--- src/sv/mbcr_pkg.sv ---
// ============================================================================
// mbcr_pkg: shared definitions for the mesh box crop and remap block
// Codes, widths and the record types exchanged between front, queue and back.
// ============================================================================
package mbcr_pkg;

    localparam int MAX_POINTS_DEF        = 65536;
    localparam int MAX_CELL_VERTICES_DEF = 20;
    localparam int QUEUE_DEPTH           = 2;

    // Cell sizes and gather positions never exceed 32.
    localparam int SIZE_W = 6;

    localparam logic [1:0] ACT_START  = 2'd0;
    localparam logic [1:0] ACT_POINT  = 2'd1;
    localparam logic [1:0] ACT_VERTEX = 2'd2;

    localparam logic RK_POINT  = 1'b0;
    localparam logic RK_VERTEX = 1'b1;

    localparam logic [2:0] CFG_DIMENSIONS = 3'd0;
    localparam logic [2:0] CFG_X_LOW      = 3'd1;
    localparam logic [2:0] CFG_X_HIGH     = 3'd2;
    localparam logic [2:0] CFG_Y_LOW      = 3'd3;
    localparam logic [2:0] CFG_Y_HIGH     = 3'd4;
    localparam logic [2:0] CFG_Z_LOW      = 3'd5;
    localparam logic [2:0] CFG_Z_HIGH     = 3'd6;
    localparam logic [2:0] CFG_VPC        = 3'd7;

    typedef struct packed {
        logic               is_cell;
        logic               bank;
        logic [SIZE_W-1:0]  cell_size;
        logic [15:0]        new_index;
        logic [31:0]        x;
        logic [31:0]        y;
        logic [31:0]        z;
        logic [15:0]        cell_number;
        logic [16:0]        kept_count;
    } q_entry_t;

    typedef struct packed {
        logic               we;
        logic               bank;
        logic [SIZE_W-1:0]  pos;
        logic [15:0]        data;
    } gather_wr_t;

    typedef struct packed {
        logic rel;
        logic bank;
    } release_t;

endpackage

--- src/sv/mbcr_queue.sv ---
// ============================================================================
// mbcr_queue: short FIFO between front and back
// Holds classified result records so that each side can stall on its own.
// ============================================================================
module mbcr_queue #(
    parameter int DEPTH = mbcr_pkg::QUEUE_DEPTH
) (
    input  logic               clk,
    input  logic               rst_n,
    input  logic               push_valid,
    output logic               push_ready,
    input  mbcr_pkg::q_entry_t push_data,
    output logic               pop_valid,
    input  logic               pop_ready,
    output mbcr_pkg::q_entry_t pop_data
);
    localparam int PW = (DEPTH > 1) ? $clog2(DEPTH) : 1;
    localparam int CW = $clog2(DEPTH + 1);

    mbcr_pkg::q_entry_t slots [DEPTH];
    logic [PW-1:0] wr_ptr_reg, wr_ptr_next, rd_ptr_reg, rd_ptr_next;
    logic [CW-1:0] count_reg, count_next;
    logic          do_push, do_pop;

    assign push_ready = (count_reg != CW'(DEPTH));
    assign pop_valid  = (count_reg != '0);
    assign pop_data   = slots[rd_ptr_reg];
    assign do_push    = push_valid && push_ready;
    assign do_pop     = pop_valid && pop_ready;

    always_comb
    begin
        wr_ptr_next = wr_ptr_reg;
        rd_ptr_next = rd_ptr_reg;
        count_next  = count_reg;
        if (do_push)
        begin
            wr_ptr_next = (wr_ptr_reg == PW'(DEPTH - 1)) ? '0 : wr_ptr_reg + 1'b1;
        end
        if (do_pop)
        begin
            rd_ptr_next = (rd_ptr_reg == PW'(DEPTH - 1)) ? '0 : rd_ptr_reg + 1'b1;
        end
        if (do_push && !do_pop)
        begin
            count_next = count_reg + 1'b1;
        end
        else if (do_pop && !do_push)
        begin
            count_next = count_reg - 1'b1;
        end
    end

    always_ff @(posedge clk or negedge rst_n)
    begin
        if (!rst_n)
        begin
            wr_ptr_reg <= '0;
            rd_ptr_reg <= '0;
            count_reg  <= '0;
        end
        else
        begin
            wr_ptr_reg <= wr_ptr_next;
            rd_ptr_reg <= rd_ptr_next;
            count_reg  <= count_next;
        end
    end

    always_ff @(posedge clk)
    begin
        if (do_push)
        begin
            slots[wr_ptr_reg] <= push_data;
        end
    end

endmodule

--- config.mk ---
export PLATFORM = sky130hd
export DESIGN_NAME = mbcr_queue
export DESIGN_NICKNAME = d
export VERILOG_FILES = /design/src/sv/mbcr_pkg.sv /design/src/sv/mbcr_queue.sv
export SDC_FILE = /design/constraint.sdc
export NUM_CORES = 1
export LEC_CHECK = 0
export BUFFER_PORTS_ARGS = -buffer_cell sky130_fd_sc_hd__buf_2
export CAP_MARGIN = 25
export CORE_ASPECT_RATIO = 1.75
export CORE_MARGIN = 4
export CORE_UTILIZATION = 48
export DETAILED_ROUTE_END_ITERATION = 10
export HOLD_SLACK_MARGIN = 0.12
export PLACE_DENSITY = 0.8
export SETUP_SLACK_MARGIN = 0.1
export SYNTH_ARGS = -nofsm -noshare
export SYNTH_HDL_FRONTEND = slang
export SYNTH_SLANG_ARGS = --single-unit
--- constraint.sdc ---
create_clock -name clk -period 9.44 [get_ports clk]
set_input_delay 0.472 -clock clk [delete_from_list [all_inputs] [get_ports clk]]
set_output_delay 0.472 -clock clk [all_outputs]
set_load 0.02 [all_outputs]
# Word level (Yosys, flattened, before mapping)
# Memory sizes are Yosys's and may differ from the RTL's.
# Index checks and enable logic that the tools add are counted.
[totals] regBits=4 mem_bits_rw=306 in_bits=157 out_inout_bits=155 wordCells=23 n_memories=1
[op_classes] addsub=4 n_eq_ne=1 muxes=6 n_reduce_logical=8
[mem_list] memory="slots" words=2 width=153 read_ports=1 rd_ports_with_merged_regs=0 wr=1 line="mbcr_queue.sv:20" text="mbcr_pkg::q_entry_t slots [DEPTH];"
[ops] operator="1-bit logical AND" n=4
[ops] operator="1-bit 2-to-1 mux" n=4
[ops] operator="2-bit 2-to-1 mux" n=2
[ops] operator="2-bit nonzero test" n=2
[ops] operator="1-bit adder, second input constant" n=2
[ops] operator="2-bit by 1-bit adder with 2-bit output, second input constant" n=1
[ops] operator="1-bit zero test" n=2
[ops] operator="2-bit inequality test, second input constant" n=1
[ops] operator="2-bit by 1-bit subtractor with 2-bit output, second input constant" n=1

# Depth between registers and ports, before layout
[depth] ltp_word=6 ltp_mapped=7 ltp_nobuf=7

# Worst setup path before layout
# Ideal clock, no wire load.
[synth_path] kind="register to register" startpoint="register count_reg[0]" endpoint="memory slots[0][0] (netlist bit) (enable)" setup_ns=0.668 arrival_ns=7.149 required_ns=8.772 setup_slack_ns=1.623 stages_incl_launch_ff=4 path_cell_list="dfrtp_1 > nand2b_1 > nand2_1 > nor2_1"
[synth_between] elab_chain_cells=4
[synth_rtl] element="start: declaration" line="mbcr_queue.sv:22" text="logic [CW-1:0] count_reg, count_next;"
[synth_rtl] element="start signal: assignment" line="mbcr_queue.sv:66" text="count_reg <= count_next;"
[synth_rtl] element="2-bit inequality test" line="mbcr_queue.sv:25" text="assign push_ready = (count_reg != CW'(DEPTH));"
[synth_rtl] element="net push_ready" line="mbcr_queue.sv:11" text="output logic push_ready,"
[synth_rtl] element="1-bit logical AND" line="mbcr_queue.sv:28" text="assign do_push = push_valid && push_ready;"
[synth_rtl] element="1-bit 2-to-1 mux" line="mbcr_queue.sv:72" text="if (do_push)"
[synth_rtl] element="1-bit 2-to-1 mux (not written as such)" line="mbcr_queue.sv:74" text="slots[wr_ptr_reg] <= push_data;"
[synth_rtl] element="end: declaration" line="mbcr_queue.sv:20"
# The timed path passes the listed nets, and every way through them passes these cells.

==> reports/results.ini <==
[clocking]
cts-resized-gates = 0
cts_hold_buf = 99
cts_buffer_depth = 3
numCtsBuffers = 27
cts.clk_slew.worst_paths_ns = 0.07
cts.htree.levels = 1
cts_tree = built
cts.sinks = 310
cts-root-buf = clkbuf_16
postCtsSetupRepairBufs = 0
worstSkewPairLatency_ns = 0.53

[route]
wl_per_cell_um = 19.68
wirelength_um = 24540
ant_nets = 0
viasPerCell = 4.954
vias = 6178
drt-pass1-iter-count = 4
drt-initial-drc-count = 244
route.detailed.drc = 0

[finish]
layout-drive-gt1-share_pct = 54.09
area_growth_syn_to_layout_pct = 32.35
largest_reg_flops = 306
layout.nets = 1082
fillers = 1551

[placed_design]
portBuffers = 311
dp_hpwl_um = 15840
gp_congestion = 0.8141

[die]
start_util_pct = 48.95
placementRows = 74
pin_count = 312
die_area_mm2 = 0.02652
core-area_mm2 = 0.02343
fp.dieH_um = 212.5
die_width_um = 124.8

[logic_synthesis]
synth_edf_count = 306
ys_seq_area_share_pct = 81.01
synth.net_count = 652
synthCells = 494
synthDistinctLibCells = 15
async_reset_ff_share_pct = 1.290
avgSynthCellArea_um2 = 23.21
synth_seq_cells = 310
yosysWarnings = 0
synthFlopType = edfxtp_1
syn_area_mm2 = 0.01147

[grt]
grt_pass1_vias = 6890
overflow = 0
grtUsageTotal_pct = 17.79
grt_start_max_net_pins = 79
grt_pass1_wl_um = 36890
antenna_found_initial = 2

[run]
maxCapViolCount = 0

[sta]
min_period_over_period_pct = 36.65
fin_crit_ns = 3.460
rsz0062_at_grt = no
max_freq_mhz = 289.1
hold_viol = 0
clock_skew_ns = 0.01356
setup_viol = 0
worstMarginPinSlew_ns = 0.9468
fin_tns_setup_ns = 0
slew_headroom_pct = 36.88
slew_violations = 0

[critical_path]
reg2reg_to = slots[0][77]$_DFFE_PP_
endpoint_kind = primary output
timing.rr.start = count_reg[0]$_DFFE_PN0P_
worst-setup-path-type = register to primary output
critical-path-max-stage-delay_ns = 0.96
path_max_fanout = 63
crit_chain = buf_4 > mux2_2 > buf_2
rrSetupSlack_ns = 6.75
rr_worst_depth = 4
crit_slowest_cell = dfrtp_4
critPathRequiredTime_ns = 8.97
critPathLaunchType = register
crit_arrival_ns = 2.99

[pwr]
total_power_uw = 4609
p_leak_uw = 0.005863
ir_worst_vdd_mv = 0.2616
power_density_mw_per_mm2 = 303.7

[outcome]
outcome = finished clean

[hold_path]
min_from = push_data[148]
min_to = slots[0][148]$_DFFE_PP_
holdPathStages = 1
min_path_type = input port to register

## Yosys cell counts, types with 2 or more instances
cell type	n	area share (%)
nand2_1	2	0.065
mux2_4	60	7.9
xnor2_1	3	0.23
mux2_2	93	9.1
nor2_1	2	0.065
edfxtp_1	306	80
dfrtp_1	4	0.87
xor2_1	2	0.15
buf_2	9	0.39
buf_6	8	0.79
## worst max-delay path by stage
stage | slack, ns | to | start
finish | 5.98 | pop_data[0] | rd_ptr_reg$_DFFE_PN0P_
global route | 5.82 | pop_data[141] | rd_ptr_reg$_DFFE_PN0P_
CTS | 5.97 | pop_data[60] | rd_ptr_reg$_DFFE_PN0P_
detailed placement | 6.53 | pop_data[60] | rd_ptr_reg$_DFFE_PN0P_
global placement | 6.52 | slots[1][143]$_DFFE_PP_ | push_valid
floorplan | 1.62 | slots[0][0]$_DFFE_PP_ | count_reg[0]$_DFFE_PN0P_
## routing by layer
layer	wire length [um]	up-vias	GRT usage, %
li1	-	2825	-
met1	8054	3019	18.08
met2	13760	260	34.23
met3	1591	72	3.922
met4	1115	2	8.533
met5	13	-	0
## logic make-up (layout without fill, tap and decap cells)
group	count (synthesis)	after routing	share of synthesized area (%)
xor gates and xnor gates	5	5	0.3820
adders and majority gates	1	1	0.1091
buffers and inverters	18	465	1.211
DFF	310	310	81.01
muxes	153	153	16.99
other	0	2	0
and+or+nand+nor	7	7	0.2948
## final cells by class
type	count	area, um2	area share [%]
flip-flops and latches	310	9293	61.23
repair buffers	418	2650	17.46
multi-input cells	166	2051	13.51
clock buffers	34	701.9	4.625
well taps	304	380.4	2.506
clock inverters	12	91.34	0.6019
diodes	2	5.005	0.03298
inverters	1	3.754	0.02473
## per-stage QoR
step                setup slack (ns)  util, %  hold slack [ns]  cells  cell area (um2)
floorplan                      1.623        -           0.1764    494            11470
global placement               6.523    56.87           0.2833   1097            13320
detailed placement             6.532    56.99           0.2863   1098            13350
CTS                            5.966    64.60           0.1200   1243            15130
global route                   5.822    64.77           0.1212   1246            15170
finish                         5.980    64.78           0.1384   1247            15180
## critical path, delay by kind of cell (launching register included)
family / cells / cell delay (ns)
buffers and inverters: 2 / 0.96
flip-flops: 1 / 0.96
multiplexers: 1 / 0.42
## layout by cell type (no fill, tap or decap)
cell type,count
buf_2,311
edfxtp_1,306
dlygate4sd3_1,100
mux2_2,93
mux2_4,60
clkbuf_16,27
clkbuf_1,7
clkinv_1,5
buf_4,5
xnor2_1,3
dfrtp_1,3
diode_2,2
nand2_1,2
xor2_1,2
clkinv_2,2
clkinvlp_4,2
buf_16,2
nand2b_1,1
inv_1,1
or2_2,1
and3_4,1
nor2_4,1
nor2_1,1
ha_1,1
inv_6,1
clkinv_4,1
bufinv_16,1
dfrtp_4,1
## report_power, final
part           internal [uW]  switching (uW)
combinational            673             919
sequential              1880             129
clock                    553             452
Power figures use the tool's default switching activity.
