**config.mk**
```make
export PLATFORM = sky130hd
export DESIGN_NAME = mbcr_back
export DESIGN_NICKNAME = d
export VERILOG_FILES = /design/src/sv/mbcr_pkg.sv /design/src/sv/mbcr_back.sv
export SDC_FILE = /design/constraint.sdc
export NUM_CORES = 1
export LEC_CHECK = 0
export ABC_AREA = 1
export ABC_CLOCK_PERIOD_IN_PS = 10900
export BUFFER_PORTS_ARGS = -buffer_cell sky130_fd_sc_hd__buf_2
export CAP_MARGIN = 30
export CORE_ASPECT_RATIO = 1.1
export CORE_MARGIN = 3
export CORE_UTILIZATION = 40
export CTS_CLUSTER_DIAMETER = 150
export DETAILED_ROUTE_END_ITERATION = 6
export PLACE_DENSITY = 0.7
export SYNTH_ARGS = -nofsm -noshare
export SYNTH_HDL_FRONTEND = slang
export SYNTH_SLANG_ARGS = --single-unit
export TNS_END_PERCENT = 50
```
**constraint.sdc**
```tcl
create_clock -name clk -period 10.9 [get_ports clk]
set_input_delay 0.545 -clock clk [delete_from_list [all_inputs] [get_ports clk]]
set_output_delay 0.545 -clock clk [all_outputs]
set_load 0.02 [all_outputs]
```
**src/sv/mbcr_pkg.sv**
```systemverilog
// ============================================================================
// mbcr_pkg: shared definitions for the mesh box crop and remap block
// Codes, widths and the record types exchanged between front, queue and back.
// ============================================================================
package mbcr_pkg;

    localparam int MAX_POINTS_DEF        = 65536;
    localparam int MAX_CELL_VERTICES_DEF = 20;
    localparam int QUEUE_DEPTH           = 2;

    // Cell sizes and gather positions never exceed 32.
    localparam int SIZE_W = 6;

    localparam logic [1:0] ACT_START  = 2'd0;
    localparam logic [1:0] ACT_POINT  = 2'd1;
    localparam logic [1:0] ACT_VERTEX = 2'd2;

    localparam logic RK_POINT  = 1'b0;
    localparam logic RK_VERTEX = 1'b1;

    localparam logic [2:0] CFG_DIMENSIONS = 3'd0;
    localparam logic [2:0] CFG_X_LOW      = 3'd1;
    localparam logic [2:0] CFG_X_HIGH     = 3'd2;
    localparam logic [2:0] CFG_Y_LOW      = 3'd3;
    localparam logic [2:0] CFG_Y_HIGH     = 3'd4;
    localparam logic [2:0] CFG_Z_LOW      = 3'd5;
    localparam logic [2:0] CFG_Z_HIGH     = 3'd6;
    localparam logic [2:0] CFG_VPC        = 3'd7;

    typedef struct packed {
        logic               is_cell;
        logic               bank;
        logic [SIZE_W-1:0]  cell_size;
        logic [15:0]        new_index;
        logic [31:0]        x;
        logic [31:0]        y;
        logic [31:0]        z;
        logic [15:0]        cell_number;
        logic [16:0]        kept_count;
    } q_entry_t;

    typedef struct packed {
        logic               we;
        logic               bank;
        logic [SIZE_W-1:0]  pos;
        logic [15:0]        data;
    } gather_wr_t;

    typedef struct packed {
        logic rel;
        logic bank;
    } release_t;

endpackage

```
**src/sv/mbcr_back.sv**
```systemverilog
// ============================================================================
// mbcr_back: result sequencer
// Pops records, expands kept cells into vertex runs and drives the output.
// ============================================================================
module mbcr_back #(
    parameter int MAX_CELL_VERTICES = mbcr_pkg::MAX_CELL_VERTICES_DEF
) (
    input  logic                 clk,
    input  logic                 rst_n,
    input  mbcr_pkg::gather_wr_t gw,
    output mbcr_pkg::release_t   rel,
    input  logic                 q_valid,
    output logic                 q_ready,
    input  mbcr_pkg::q_entry_t   q_data,
    output logic                 out_valid,
    input  logic                 out_ready,
    output logic                 result_kind,
    output logic [15:0]          new_index,
    output logic signed [31:0]   out_x,
    output logic signed [31:0]   out_y,
    output logic signed [31:0]   out_z,
    output logic [15:0]          cell_number,
    output logic [16:0]          kept_count,
    output logic                 last_of_run
);
    localparam int GD = 2 * MAX_CELL_VERTICES;
    localparam int GA = $clog2(GD);
    localparam int SW = mbcr_pkg::SIZE_W;

    // Two gather banks, one per cell in flight.
    logic [15:0] gather_mem [GD];
    logic [15:0] rd_reg;

    logic               run_valid_reg;
    mbcr_pkg::q_entry_t run_reg;
    logic [SW-1:0]      k_reg;

    logic               p_valid_reg;
    mbcr_pkg::q_entry_t p_reg;
    logic               p_last_reg;

    logic               o_valid_reg;
    logic               o_kind_reg;
    logic [15:0]        o_index_reg;
    logic [31:0]        o_x_reg, o_y_reg, o_z_reg;
    logic [15:0]        o_cell_reg;
    logic [16:0]        o_kept_reg;
    logic               o_last_reg;

    logic               p_move, can_issue, issue, issue_last, do_pop;
    logic [GA-1:0]      wa, ra;

    assign p_move     = p_valid_reg && (!o_valid_reg || out_ready);
    assign can_issue  = !p_valid_reg || p_move;
    assign issue      = run_valid_reg && can_issue;
    assign issue_last = ((k_reg + 1'b1) == run_reg.cell_size);
    assign q_ready    = !run_valid_reg || (issue && issue_last);
    assign do_pop     = q_valid && q_ready;

    assign wa = gw.bank ? GA'(MAX_CELL_VERTICES) + GA'(gw.pos) : GA'(gw.pos);
    assign ra = run_reg.bank ? GA'(MAX_CELL_VERTICES) + GA'(k_reg) : GA'(k_reg);

    assign rel.rel  = issue && issue_last && run_reg.is_cell;
    assign rel.bank = run_reg.bank;

    always_ff @(posedge clk)
    begin
        if (gw.we)
        begin
            gather_mem[wa] <= gw.data;
        end
        if (issue && run_reg.is_cell)
        begin
            rd_reg <= gather_mem[ra];
        end
    end

    always_ff @(posedge clk or negedge rst_n)
    begin
        if (!rst_n)
        begin
            run_valid_reg <= 1'b0;
            k_reg         <= '0;
            p_valid_reg   <= 1'b0;
            o_valid_reg   <= 1'b0;
        end
        else
        begin
            if (do_pop)
            begin
                run_valid_reg <= 1'b1;
                k_reg         <= '0;
            end
            else if (issue && issue_last)
            begin
                run_valid_reg <= 1'b0;
            end
            else if (issue)
            begin
                k_reg <= k_reg + 1'b1;
            end
            if (issue)
            begin
                p_valid_reg <= 1'b1;
            end
            else if (p_move)
            begin
                p_valid_reg <= 1'b0;
            end
            if (p_move)
            begin
                o_valid_reg <= 1'b1;
            end
            else if (out_ready)
            begin
                o_valid_reg <= 1'b0;
            end
        end
    end

    always_ff @(posedge clk)
    begin
        if (do_pop)
        begin
            run_reg <= q_data;
        end
        if (issue)
        begin
            p_reg      <= run_reg;
            p_last_reg <= issue_last;
        end
        if (p_move)
        begin
            o_kind_reg  <= p_reg.is_cell ? mbcr_pkg::RK_VERTEX : mbcr_pkg::RK_POINT;
            o_index_reg <= p_reg.is_cell ? rd_reg : p_reg.new_index;
            o_x_reg     <= p_reg.x;
            o_y_reg     <= p_reg.y;
            o_z_reg     <= p_reg.z;
            o_cell_reg  <= p_reg.cell_number;
            o_kept_reg  <= p_reg.kept_count;
            o_last_reg  <= p_reg.is_cell && p_last_reg;
        end
    end

    assign out_valid   = o_valid_reg;
    assign result_kind = o_kind_reg;
    assign new_index   = o_index_reg;
    assign out_x       = o_x_reg;
    assign out_y       = o_y_reg;
    assign out_z       = o_z_reg;
    assign cell_number = o_cell_reg;
    assign kept_count  = o_kept_reg;
    assign last_of_run = o_last_reg;

endmodule

```
Word level (Yosys, flattened, before mapping). Memories as Yosys holds them, arrays and structs flattened. A register that Yosys moved wholly into a read port is not among the register bits. Cells that the tools add are included.

Add/subtract/negate cells: 3. $mul: 0. Divide/modulo/power cells: 0. Magnitude comparators: 0. Equal/unequal tests: 2. Shifts and indexed selects: 0. Muxes and demuxes: 15. Bitwise gates (word level): 0. Reductions and logical operators: 18.

Operators with widths (number): 6-bit 2-to-1 mux (5); 16-bit 2-to-1 mux (1); 5-bit by 6-bit adder with 6-bit output, first input constant (2); 1-bit 2-to-1 mux (9); 2-bit nonzero test (4); 1-bit logical AND (7); 6-bit by 1-bit adder with 6-bit output, second input constant (1); 6-bit equality test (1); 1-bit logical NOT (3); 1-bit logical OR (3); 2-bit inequality test, second input constant (1); 2-bit AND reduction (1).

Flip-flop bits (word level): 456. Latch bits: 0. Memory bits (writable): 640. ROM bits: 0. Bits of input ports: 181. Output and inout port bits: 151. Logic and storage cells: 68. Memories: 1.

Memories: gather_mem (words 40, width 16, rd ports 1, clocked after memory_dff 1, write ports 1, line mbcr_back.sv:31) `logic [15:0] gather_mem [GD];`.

Depth between registers and ports, before layout. Gate-level depths: netlist of the first run.

Depth after elaboration: 10. Depth in mapped cells: 15. Depth with buffers taken out: 14.

Worst setup path before layout of the first run. Ideal clock, no wire load.

Path type: in2reg. Start point: in out_ready. End point: reg run_reg, in the netlist rel[0], enable pin. Setup time: 717 ps. Arrival: 10460 ps. Required time: 10183 ps. Setup slack: -278 ps. Cell stages on the path: 6. Buffers on the path: 0. Cell sequence: inv_1 nand3_1 nand2_1 clkinv_1 nand3_2 a21oi_1.

Word-level cells in the longest chain between the ends: 7.

Ends and longest elaborated chain: start: declaration (line mbcr_back.sv:16) `input logic out_ready,`; 1-bit logical OR (line mbcr_back.sv:53) `assign p_move = p_valid_reg && (!o_valid_reg || out_ready);`; 1-bit logical AND (line mbcr_back.sv:53); 1-bit logical OR (line mbcr_back.sv:54) `assign can_issue = !p_valid_reg || p_move;`; 1-bit logical AND (line mbcr_back.sv:55) `assign issue = run_valid_reg && can_issue;`; net issue (line mbcr_back.sv:50) `logic p_move, can_issue, issue, issue_last, do_pop;`; 1-bit logical AND (line mbcr_back.sv:57) `assign q_ready = !run_valid_reg || (issue && issue_last);`; 1-bit logical OR (line mbcr_back.sv:57); 1-bit logical AND (line mbcr_back.sv:58) `assign do_pop = q_valid && q_ready;`; net do_pop (line mbcr_back.sv:50); end signal: assignment (line mbcr_back.sv:125) `run_reg <= q_data;`; end: declaration (line mbcr_back.sv:35) `mbcr_pkg::q_entry_t run_reg;`.

The timed path passes the listed nets, and every way through them passes these cells. A chain may end at the register's enable or synchronous reset.

Worst setup path after layout of the first run.
Start point: reg k_reg[0]. End point: reg run_reg[21] (netlist bit), enable pin.

Word-level cells in the longest chain between the ends: 5.

Ends and longest elaborated chain: start: declaration (line mbcr_back.sv:36) `logic [SW-1:0] k_reg;`; start signal: assignment (line mbcr_back.sv:100) `k_reg <= k_reg + 1'b1;`; 6-bit by 1-bit adder with 6-bit output (line mbcr_back.sv:56) `assign issue_last = ((k_reg + 1'b1) == run_reg.cell_size);`; 6-bit equality test (line mbcr_back.sv:56); 1-bit logical AND (line mbcr_back.sv:57); 1-bit logical OR (line mbcr_back.sv:57); 1-bit logical AND (line mbcr_back.sv:58); net do_pop (line mbcr_back.sv:50).

The timed path passes the listed nets, and every way through them passes these cells.

==> results.py, run 1 <==
metrics = {
    "clock_network": {
        "htree_levels": 3,
        "numClockSinks": 1112,
        "numCtsBuffers": 104,
        "root_buffer": "clkbuf_16",
        "cts_setup_buffers": 0,
        "clock_path_buffers": 3,
        "cts_tree": "built",
        "clock_latency_ps": 690,
        "clkTransAtPathRegs_ps": 60,
    },
    "power": {
        "p_sw_frac": 0.3166,
        "p_leak_nw": 16.35,
        "vdd_drop_max_mv": 0.1760,
        "clkPwrFrac": 0.308,
        "pwr-share-comb": 0.237,
        "pwr-share-seq": 0.455,
        "switchingPower_mw": 3.656,
        "powerDensity_mw_per_mm2": 243.1,
        "p_int_mw": 7.891,
    },
    "placed_design": {
        "portBuffers": 331,
        "gp_congestion": 0.8495,
        "dpl.hpwl_mm": 54.30,
    },
    "routing": {
        "dr.pass1.iters": 5,
        "drt_iter0_drc": 2290,
        "drc": 0,
        "detail-route-antenna-nets": 0,
        "wl_mm": 91.52,
        "vias": 22830,
        "wl_per_cell_um": 20.89,
        "vias_per_cell": 5.213,
    },
    "logic_synthesis": {
        "synth_top_area_share": 0.8169,
        "yosys_register_bits": 1112,
        "synth_cell_types": 33,
        "synthesis.nets": 2794,
        "syn_area_mm2": 0.04055,
        "yosys_warnings": 0,
        "async_flop_share": 0.008094,
        "yosysMostFrequentCell": "edfxtp_1",
        "synth_top_area_cell": "edfxtp_1",
        "synth_area_per_cell_um2": 15.54,
        "ys_seq_area_frac": 0.8224,
        "synth_area_leaders": "edfxtp_1, nor2_1, o21ai_0, nand2_1, nand3_1",
        "synth_edf_count": 1103,
        "syn_inst": 2610,
        "synth.top_cells.by_count": "edfxtp_1, nor2_1, nand2_1",
        "synthFlopType": "edfxtp_1",
    },
    "setup_path": {
        "crit_required_ps": 11220,
        "rr_startpoint": "k_reg[0]",
        "critPathKind": "register to register",
        "arrival_ps": 4140,
        "cp_max_fo": 154,
        "crit_path_start_kind": "register",
        "rrSetupSlack_ps": 7080,
        "worstSetupEndpointType": "register",
        "crit_start": "k_reg[0]",
    },
    "sta": {
        "tns_ps": 0,
        "rsz0062_at_grt": "no",
        "period_share": 0.3506,
        "slew_headroom": 0.3225,
        "whs_ps": 49.39,
        "finalHoldViolations": 0,
        "setup_viol": 0,
        "max_freq_mhz": 261.6,
        "finalCriticalPeriod_ps": 3822,
        "fin_skew_ps": 39.16,
        "worstMarginPinSlew_ps": 1016,
        "slew_violations": 0,
    },
    "finish": {
        "largest_reg_flops": 640,
        "nNetsFinal": 3183,
        "seqCellArea_mm2": 0.03335,
        "drive_above_1_share": 0.1910,
        "area_growth_pct": 17.17,
        "filler_cell_count": 8221,
        "multiInputGateArea_mm2": 0.006326,
    },
    "global_routing": {
        "grt_pass1_vias": 21820,
        "met1_usage": 0.2251,
        "busiest_layer": "met2",
        "antenna_found_initial": 13,
        "grt_pass1_wl_mm": 136.1,
        "overflow": 0,
        "met3_usage": 0.03908,
        "groute.usage.overall": 0.1694,
        "use_met2": 0.2743,
        "grt_max_degree": 155,
    },
    "die": {
        "die_h_um": 339.9,
        "row_count": 121,
        "dieArea_mm2": 0.1052,
        "ioPinCount": 332,
        "die_x_um": 309.6,
        "core_area_mm2": 0.09977,
        "start_util": 0.4064,
    },
    "job": {
        "max_cap_violations": 0,
    },
    "hold_path": {
        "hold_class": "input pin to register",
        "hp-start": "q_data[8]",
    },
    "outcome": {
        "status": "complete, no violations",
    },
}
[placed cells by master (no fill, tap or decap), types with 51 or more instances in the layout]
cell       count
buf_2        331
clkbuf_16    105
edfxtp_1    1103
inv_1         51
nand2_1      253
nand3_1      187
nor2_1       368
o211ai_1     107
o21ai_0      200
o21ai_1       70
[critical path: stages (launching register included)]
cell and delay [ps]:
dfrtp_4 710, inv_8 660, nand2_1 100, nand2_1 110, nand3_1 80, nor2_1 120, nand2_1 60, nor2_1 100
nand3_2 120, a21oi_4 160, buf_4 140, buf_16 310, buf_4 240, buf_16 320
[through the flow]
stage / setup slack [ps] / util / instances / instance area, um^2 / power (mW)
finish: 7078 / 0.4762 / 4380 / 47510 / 11.55
global route: 6740 / 0.4761 / 4375 / 47500 / 12.08
CTS: 6380 / 0.4745 / 4364 / 47350 / 11.58
detailed placement: 6367 / 0.4370 / 4142 / 43600 / 8.015
global placement: 6339 / 0.4363 / 4139 / 43530 / 7.931
floorplan: 2549 / - / 2610 / 40550 / 7.157
[per-layer routing]
layer  wire [um]  vias up
li1            -    10470
met1       36920    11210
met2       43870     1009
met3        7972      135
met4        2680        8
met5          68        -
[power by group through the flow]
stage	logic (mW)	clock network, mW	registers [mW]
floorplan	1.75	0	5.41
global placement	2.59	0	5.34
detailed placement	2.66	0	5.35
CTS	2.69	3.63	5.26
global route	3.00	3.79	5.29
finish	2.73	3.56	5.25
[worst paths after layout]
path                            cells after the start           to
worst max-delay path                               13  run_reg[21]
worst min-delay path                                1   run_reg[8]
worst max register to register                     13  run_reg[21]
worst min register to register                      0   p_reg[117]
max in group asynchronous                           2     k_reg[1]
min in group asynchronous                           2     k_reg[4]
[cell families (layout without fill, tap and decap cells)]
group	Yosys count	count (layout)	share of synthesized area
flip-flops	1112	1112	0.8224
multiplexers	16	16	0.004443
AO/OA/AOI/OAI	445	445	0.06366
adder cells (fa/ha/maj)	3	3	0.0009258
XOR/XNOR	5	5	0.001451
AND/OR/NAND/NOR	831	831	0.08387
buffers and inverters	198	666	0.02324
other	0	11	0
[what timing repair did]
item / 4_1_cts / 5_1_grt
gates resized for setup: 0 / 0
hold endpoints to repair: 45 / 0
hold buffers: 37 / 0
[final cells by class]
| cell class | count | area share |
|---|---|---|
| inverters | 59 | 0.004925 |
| repair buffers | 422 | 0.05430 |
| well taps | 1291 | 0.03400 |
| clock inverters | 60 | 0.01390 |
| multi-input cells | 1300 | 0.1332 |
| diodes | 11 | 0.0005794 |
| flip-flops and latches | 1112 | 0.7020 |
| clock buffers | 125 | 0.05709 |
(Power assumes the default switching activity.)
==> inputs of run 2 (changes only) <==
--- a/config.mk
+++ b/config.mk
@@ -6,7 +6,7 @@
 export NUM_CORES = 1
 export LEC_CHECK = 0
 export ABC_AREA = 1
-export ABC_CLOCK_PERIOD_IN_PS = 10900
+export ABC_CLOCK_PERIOD_IN_PS = 3600
 export BUFFER_PORTS_ARGS = -buffer_cell sky130_fd_sc_hd__buf_2
 export CAP_MARGIN = 30
 export CORE_ASPECT_RATIO = 1.1
@@ -14,7 +14,7 @@
 export CORE_UTILIZATION = 40
 export CTS_CLUSTER_DIAMETER = 150
 export DETAILED_ROUTE_END_ITERATION = 6
-export PLACE_DENSITY = 0.7
+export PLACE_DENSITY = 0.68
 export SYNTH_ARGS = -nofsm -noshare
 export SYNTH_HDL_FRONTEND = slang
 export SYNTH_SLANG_ARGS = --single-unit
==> constraint.sdc (replaced) <==
create_clock -name clk -period 3.6 [get_ports clk]
set_input_delay 0.18 -clock clk [delete_from_list [all_inputs] [get_ports clk]]
set_output_delay 0.18 -clock clk [all_outputs]
set_load 0.02 [all_outputs]
==> run 2 against run 1 <==
Design area rose by 3.4%; largest power group unchanged; largest cell class unchanged; clock skew rose by 24 ps; combinational power rose to 3.2 times the previous value; cell count rose by 3.3%; first-iteration DRC count rose by 18%; setup slack got worse by 6300 ps; core utilization rose by 1.6 points; highest routed layer unchanged.
==> results.py, run 2 (synthesis gave the netlist of run 1 again) <==
metrics = {
    "sta": {
        "finalCriticalPeriod_ps": 2795,
        "rsz0062_at_grt": "no",
        "worstMarginPinSlew_ps": 1049,
        "slew_headroom": 0.3006,
        "slew_violations": 0,
        "tns_ps": 0,
        "fin_skew_ps": 63.30,
        "setup_viol": 0,
        "max_freq_mhz": 357.8,
        "whs_ps": 125.4,
        "worst_slack_ps": 804.8,
        "period_share": 0.7764,
        "finalHoldViolations": 0,
    },
    "global_routing": {
        "overflow": 0,
        "groute.usage.overall": 0.1809,
        "grt_max_degree": 150,
        "grt_pass1_wl_mm": 144.1,
        "grt_pass1_vias": 22910,
        "antenna_found_initial": 12,
    },
    "power": {
        "p_int_mw": 24.38,
        "p_sw_frac": 0.3183,
        "finalPower_mw": 35.76,
        "powerDensity_mw_per_mm2": 727.8,
        "vdd_drop_max_mv": 0.6507,
        "pwr-share-comb": 0.242,
        "switchingPower_mw": 11.38,
        "pwr-share-seq": 0.442,
        "p_leak_nw": 17.02,
        "clkPwrFrac": 0.315,
    },
    "finish": {
        "most-common-layout-cells": "edfxtp_1, nor2_1, buf_2",
        "largest_reg_flops": 640,
        "drive_above_1_share": 0.1896,
        "finalCoreUtilization": 0.4925,
        "final_cells": 4526,
        "final_common_cell": "edfxtp_1",
        "area_growth_pct": 21.17,
        "design_area_mm2": 0.04913,
        "nNetsFinal": 3325,
    },
    "die": {
        "die_h_um": 339.9,
        "row_count": 121,
        "dieArea_mm2": 0.1052,
        "core_area_mm2": 0.09977,
        "ioPinCount": 332,
        "start_util": 0.4064,
        "die_x_um": 309.6,
    },
    "setup_path": {
        "critPathKind": "register to register",
        "crit_required_ps": 3960,
        "arrival_ps": 3160,
        "cp_max_fo": 35,
        "crit_path_start_kind": "register",
        "worstSetupEndpointType": "register",
    },
    "clock_network": {
        "clock_path_buffers": 3,
        "clkTransAtPathRegs_ps": 70,
        "clock_latency_ps": 700,
        "numClockSinks": 1112,
        "htree_levels": 3,
        "numCtsBuffers": 105,
        "cts_tree": "built",
        "root_buffer": "clkbuf_16",
        "post_cts_resized": 0,
    },
    "routing": {
        "highest_layer": "met5",
        "wl_mm": 97.38,
        "detail-route-antenna-nets": 0,
        "drc": 0,
        "dr_wl_met2_mm": 47.10,
        "vias": 23580,
        "wl_met1_mm": 38.94,
        "dr.pass1.iters": 6,
        "drt_iter0_drc": 2711,
        "wl_met3_mm": 8.381,
        "wl_per_cell_um": 21.52,
        "vias_per_cell": 5.209,
    },
    "placed_design": {
        "gp_congestion": 0.8223,
        "dpl.hpwl_mm": 56.34,
        "dpl_cell_area_mm2": 0.04395,
        "portBuffers": 331,
        "dp.cells": 4168,
        "dp_slack_ps": 769.0,
    },
    "job": {
        "max_cap_violations": 0,
    },
    "outcome": {
        "status": "complete, no violations",
    },
    "hold_path": {
        "hold_class": "input pin to register",
    },
}
-- run 2: cell types whose count changed in the layout (fill, tap and decap cells not counted), sizes merged --
| cell | previous run | this run |
|---|---|---|
| bufinv | 10 | 14 |
| buf | 385 | 406 |
| diode | 11 | 7 |
| clkinvlp | 4 | 10 |
| inv | 63 | 61 |
| clkinv | 42 | 44 |
| dlygate4sd3 | 37 | 157 |
| clkbuf | 125 | 124 |
-- run 2: power groups by stage --
stage	Clock (mW)	Sequential, mW	Combinational, mW
6_report	11.3	15.8	8.67
4_1_cts	11.4	15.8	8.64
2_1_floorplan	0	16.3	5.35
3_5_place_dp	0	16.1	8.44
3_3_place_gp	0	16.1	8.38
5_1_grt	12.0	15.9	9.52
-- run 2: worst paths after layout --
| kind | start | to | slack (ps) | depth (start not counted) |
|---|---|---|---|---|
| min | gw[15] | gather_mem[6][15] | 130 | 1 |
| min reg2reg | p_reg[7] | kept_count[7] | 380 | 0 |
| min in group asynchronous | rst_n | k_reg[0] | 590 | 3 |
| max reg2reg | k_reg[0] | run_reg[52] | 800 | 10 |
| max | k_reg[0] | run_reg[52] | 800 | 10 |
| max in group asynchronous | rst_n | k_reg[1] | 2590 | 3 |
-- run 2: per-layer routing --
layer  vias up  track usage
li1      10750            -
met1     11600       0.2403
met2      1053       0.2962
met3       168      0.03877
met4         6      0.06051
met5         -            0
-- run 2: repair_timing --
action	CTS	global route
endpoints found under the hold margin	172	0
hold buffers	157	0
setup buffers	0	0
-- run 2: layout make-up --
type	instances	area [um^2]
Clock buffer	124	2699
Multi-Input combinational cell	1300	6354
Inverter	59	255.2
Tap cell	1291	1615
Timing Repair Buffer	563	3941
Sequential cell	1112	33360
Antenna cell	7	17.52
Clock inverter	70	894.6
Fill cell	8040	50640
-- run 2: critical path, cell delays in order, from the launching register on --
cell and delay [ps]:
dfrtp_4 490, buf_4 370, nand3_2 170, nand2_1 120
nand2_1 80, nand2_1 70, nand2_2 70, nor2_4 100
nand3_4 90, a21oi_4 570, buf_12 300
